$ cat config.mk
export PLATFORM = sky130hd
export DESIGN_NAME = tap_div
export DESIGN_NICKNAME = d
export VERILOG_FILES = /design/src/rtl/tap_pkg.sv /design/src/rtl/tap_div.sv
export SDC_FILE = /design/constraint.sdc
export NUM_CORES = 1
export LEC_CHECK = 0
export ABC_AREA = 1
export BUFFER_PORTS_ARGS = -buffer_cell sky130_fd_sc_hd__buf_2
export CORE_MARGIN = 5
export CORE_UTILIZATION = 30
export CTS_CLUSTER_DIAMETER = 100
export CTS_CLUSTER_SIZE = 24
export DETAILED_ROUTE_END_ITERATION = 16
export GPL_TIMING_DRIVEN = 0
export PLACE_DENSITY = 0.47
export SYNTH_ARGS = -nofsm -noshare
export SYNTH_HDL_FRONTEND = slang
export SYNTH_SLANG_ARGS = --single-unit
$ cat constraint.sdc
create_clock -name clk_i -period 4.6 [get_ports clk_i]
set_input_delay 0.46 -clock clk_i [delete_from_list [all_inputs] [get_ports clk_i]]
set_output_delay 0.46 -clock clk_i [all_outputs]
set_load 0.02 [all_outputs]
$ cat src/rtl/tap_pkg.sv
// ----------------------------------------------------------------------------
// tap_pkg
// Shared widths, register indexes, reset values and types of the tile
// average pixelator.
// ----------------------------------------------------------------------------
package tap_pkg;

  localparam int unsigned NumCh  = 3;   // color channels per pixel
  localparam int unsigned PixW   = 8;   // bits per channel
  localparam int unsigned SumW   = 22;  // per-tile channel sum
  localparam int unsigned CntW   = 20;  // pixel count of one tile
  localparam int unsigned PosW   = 12;  // column and row position
  localparam int unsigned DimW   = 13;  // image width and height registers
  localparam int unsigned HalfW  = 7;   // half tile register
  localparam int unsigned SideW  = 8;   // tile side, up to 128
  localparam int unsigned RibW   = 7;   // row within band
  localparam int unsigned ColW   = 6;   // tile_column field
  localparam int unsigned BandW  = 11;  // tile_row field
  localparam int unsigned CfgIdxW  = 2;
  localparam int unsigned CfgDataW = 13;
  localparam int unsigned InDataW  = 24;
  localparam int unsigned OutDataW = 48;

  localparam int unsigned DefMaxTileColumns = 64;
  localparam int unsigned DefMaxDimension   = 4096;
  localparam int unsigned DefMaxHalfTile    = 64;

  localparam logic [CfgIdxW-1:0] CfgHalfTile    = 2'd0;
  localparam logic [CfgIdxW-1:0] CfgImageWidth  = 2'd1;
  localparam logic [CfgIdxW-1:0] CfgImageHeight = 2'd2;

  localparam logic [HalfW-1:0] RstHalfTile    = 7'd8;
  localparam logic [DimW-1:0]  RstImageWidth  = 13'd640;
  localparam logic [DimW-1:0]  RstImageHeight = 13'd480;

  typedef logic [NumCh-1:0][SumW-1:0] sums_t;

endpackage

$ cat src/rtl/tap_div.sv
// ----------------------------------------------------------------------------
// tap_div
// Restoring divider, one quotient bit per cycle, one lane per channel with a
// shared divisor. Quotients and the lane zero remainder hold until restart.
// ----------------------------------------------------------------------------
module tap_div (
  input  logic                      clk_i,
  input  logic                      rst_ni,
  input  logic                      start_i,
  input  tap_pkg::sums_t            dividend_i,
  input  logic [tap_pkg::CntW-1:0]  divisor_i,
  output logic                      done_o,
  output tap_pkg::sums_t            quot_o,
  output logic [tap_pkg::CntW-1:0]  rem_o
);
  import tap_pkg::*;

  localparam int unsigned StepW = $clog2(SumW);

  sums_t                   dvd_q;
  logic [NumCh-1:0][CntW-1:0] rem_q;
  logic [CntW-1:0]         dsr_q;
  logic [StepW-1:0]        step_q;
  logic                    busy_q;
  logic                    done_q;

  sums_t                   dvd_d;
  logic [NumCh-1:0][CntW-1:0] rem_d;

  always_comb begin
    logic [CntW:0] trial;
    for (int l = 0; l < NumCh; l++) begin
      trial = {rem_q[l], dvd_q[l][SumW-1]};
      if (trial >= {1'b0, dsr_q}) begin
        rem_d[l] = CntW'(trial - {1'b0, dsr_q});
        dvd_d[l] = {dvd_q[l][SumW-2:0], 1'b1};
      end else begin
        rem_d[l] = trial[CntW-1:0];
        dvd_d[l] = {dvd_q[l][SumW-2:0], 1'b0};
      end
    end
  end

  always_ff @(posedge clk_i or negedge rst_ni) begin
    if (!rst_ni) begin
      busy_q <= 1'b0;
      done_q <= 1'b0;
      step_q <= '0;
    end else begin
      done_q <= 1'b0;
      if (start_i) begin
        busy_q <= 1'b1;
        step_q <= '0;
      end else if (busy_q) begin
        step_q <= step_q + 1'b1;
        if (step_q == StepW'(SumW - 1)) begin
          busy_q <= 1'b0;
          done_q <= 1'b1;
        end
      end
    end
  end

  always_ff @(posedge clk_i) begin
    if (start_i) begin
      dvd_q <= dividend_i;
      rem_q <= '0;
      dsr_q <= divisor_i;
    end else if (busy_q) begin
      dvd_q <= dvd_d;
      rem_q <= rem_d;
    end
  end

  assign done_o = done_q;
  assign quot_o = dvd_q;
  assign rem_o  = rem_q[0];

endmodule

==> impl_metrics.py <==
metrics = {
    "floorplanning": {
        "die_height_um": 202,
        "start_util_pct": 30.2,
        "core_um2": 36400,
        "rows": 70,
        "die-area_um2": 40700,
        "die_w_um": 202,
        "ios": 176,
    },
    "route": {
        "via_count": 10300,
        "drtAntennaViolNets": 0,
        "drc": 0,
        "viasPerCell": 4.56,
        "wl_per_cell_um": 16.0,
        "totalWireLength_mm": 36.0,
        "drtIter0Drc": 538,
        "firstDrtPassIters": 6,
    },
    "clocking": {
        "cts_tree": "built",
        "cts_num_sinks": 153,
        "cts.path.max_buffers": 2,
        "cts_resized": 0,
        "cts_buffers": 17,
        "cts_setup_buffers": 0,
        "clk_pin_slew_ps": 70,
        "ctsRootBufferMaster": "clkbuf_16",
        "htree_levels": 4,
        "worstSkewPairLatency_ps": 450,
        "cts_hold_buf": 1,
    },
    "setup_path": {
        "cpMostUsedCell": "nand2_1",
        "regToRegSetupSlack_ps": 2110,
        "cp.arrival_ps": 2630,
        "cpPeakStageDelay_ps": 370,
        "critPathSlowestCell": "edfxtp_1",
        "r2r_start": "dsr_q[17]",
        "r2r_cells": 11,
        "startpoint_type": "flip-flop",
        "path_max_fanout": 10,
        "cp_cell_sequence": "inv_1 -> ha_1 -> nand2_1 -> inv_1 -> nand2_1 -> nor2_1 -> nand2_1 -> nand2_2 -> nor2_4 -> buf_4 -> a31oi_1",
        "cp.required_ps": 4750,
        "r2r-end": "quot_o[22]",
        "crit_type": "flip-flop to flip-flop",
        "endpoint_kind": "flip-flop",
    },
    "finish": {
        "nets": 1926,
        "drive_above_1_share_pct": 18.2,
        "stdcell_count": 2255,
        "mostFrequentLayoutCell": "nand2_1",
        "area.growth.synth_to_final_pct": 18.9,
        "final_cell_mix": "nand2_1, inv_1, buf_2",
        "fin_util_pct": 36.0,
    },
    "global_route": {
        "gr-total-overflow": 0,
        "antenna_found_initial": 2,
        "grt_pass1_wl_mm": 56.9,
        "grt.total_usage_pct": 17.7,
        "grt_max_degree": 45,
        "grt_pass1_vias": 10500,
    },
    "min_path": {
        "timing.hold.worst_path_depth": 1,
        "hold_path.class": "input pin to flip-flop",
        "hold_end": "dsr_q[3]",
        "min_from": "divisor_i[3]",
    },
    "sta": {
        "hold_viol": 0,
        "setup-violations-final": 0,
        "fmax_mhz": 402,
        "grt_setup_unrepaired": "no",
        "slew_headroom_pct": 48.3,
        "min_period_ps": 2490,
        "min_period_over_period_pct": 54.0,
        "skew_ps": 7.79,
        "tightest_slew_ps": 775,
        "maxSlewViolCount": 0,
        "fin_tns_setup_ps": 0,
    },
    "placement": {
        "routabilityCongestion": 0.875,
        "dp.cells": 2220,
        "post-dp-hpwl_mm": 27.9,
        "port-buffer-count": 175,
    },
    "pwr": {
        "leakage_nw": 6.99,
        "powerDensity_nw_per_um2": 531,
        "peakVddDrop_mv": 0.294,
    },
    "logic_synthesis": {
        "syn_avg_cell_area_um2": 6.99,
        "ys_seq_elements": 153,
        "ys_types": 37,
        "ys_seq_area_share_pct": 35.9,
        "yosysWarnings": 0,
        "synth_edf_count": 86,
        "ys.flop_type": "edfxtp_1",
        "synth_area_um2": 11000,
        "synthCells": 1576,
        "synth.net_count": 1730,
        "ys_async_sr_fraction_pct": 4.58,
    },
    "job": {
        "cap_viol_max_count": 0,
    },
    "status": {
        "outcome": "finished clean",
    },
}
==> final cells by class <==
type,count,area [um2]
clock buffer,19,443
antenna,2,5.00
fill,4046,23300
clock inverter,13,131
timing repair buffer,177,913
tap,468,586
inverter,237,890
multi-input combinational,1123,5730
buffer,63,449
sequential,153,3960
==> synthesized netlist by cell type (20+ instances only) <==
cell type | count | area (um2)
nand2_1 | 605 | 2270
nor2_1 | 73 | 274
inv_1 | 225 | 845
nand2_2 | 20 | 125
o21ai_1 | 20 | 100
dfxtp_1 | 60 | 1200
buf_4 | 23 | 173
nand3_1 | 157 | 786
nand3_2 | 24 | 240
nand3b_1 | 23 | 173
a21oi_1 | 40 | 200
edfxtp_1 | 86 | 2580
ha_1 | 62 | 776
xnor2_1 | 20 | 175
==> flip-flops by register name (all words and copies together), names as in the netlist <==
signal,cells
busy_q,1
rem_o,20
dsr_q,20
rem_q,40
done_o,1
quot_o,66
step_q,5
==> stage by stage <==
step	total power [mW]	hold slack [ps]	worst slack, ps	cell area, um2
after floorplan	4.65	164	1240	11000
after global placement	5.54	308	-844	12500
after detailed placement	5.55	308	1630	12500
after CTS	7.02	162	2090	13100
after global routing	7.56	161	1950	13100
final	6.95	184	2110	13100
==> cell families after synthesis <==
| logic type | synth area share, % |
|---|---|
| AOI/OAI and AO/OA | 4.50 |
| DFF | 35.9 |
| and+or+nand+nor | 37.8 |
| adders and majority gates | 7.58 |
| xor gates and xnor gates | 2.07 |
| buffers and inverters | 12.1 |
==> report_power, final <==
part | internal [mW] | switching (mW) | leakage (nW)
Clock | 0.774 | 0.663 | 0.279
Sequential | 1.73 | 0.204 | 1.51
Combinational | 1.36 | 2.22 | 5.20
==> how the worst max path moves through the flow <==
stage              start  slack [ps]    endpoint
6_report       dsr_q[17]        2110  quot_o[22]
5_1_grt          start_i        1950   step_q[1]
4_1_cts        dsr_q[17]        2090  quot_o[22]
3_5_place_dp     start_i        1630  quot_o[16]
3_3_place_gp     start_i        -840  quot_o[31]
2_1_floorplan    start_i        1240   quot_o[0]
==> worst max-delay path, delay by kind of cell (launching register included) <==
kind	cells	cell delay, ps
and+or+nand+nor	6	630
adders and majority gates	1	360
DFF	1	370
AOI/OAI and AO/OA	1	160
buffers and inverters	3	650
==> per-layer routing <==
| metal | wire length, um | global-route usage, % | up-vias |
|---|---|---|---|
| met5 | 17 | 0 | - |
| met4 | 919 | 5.91 | 4 |
| met3 | 2330 | 5.40 | 44 |
| met2 | 16400 | 29.2 | 208 |
| met1 | 16400 | 22.1 | 4656 |
| li1 | - | - | 5363 |
Note: power is estimated with default switching activity, not from simulation.
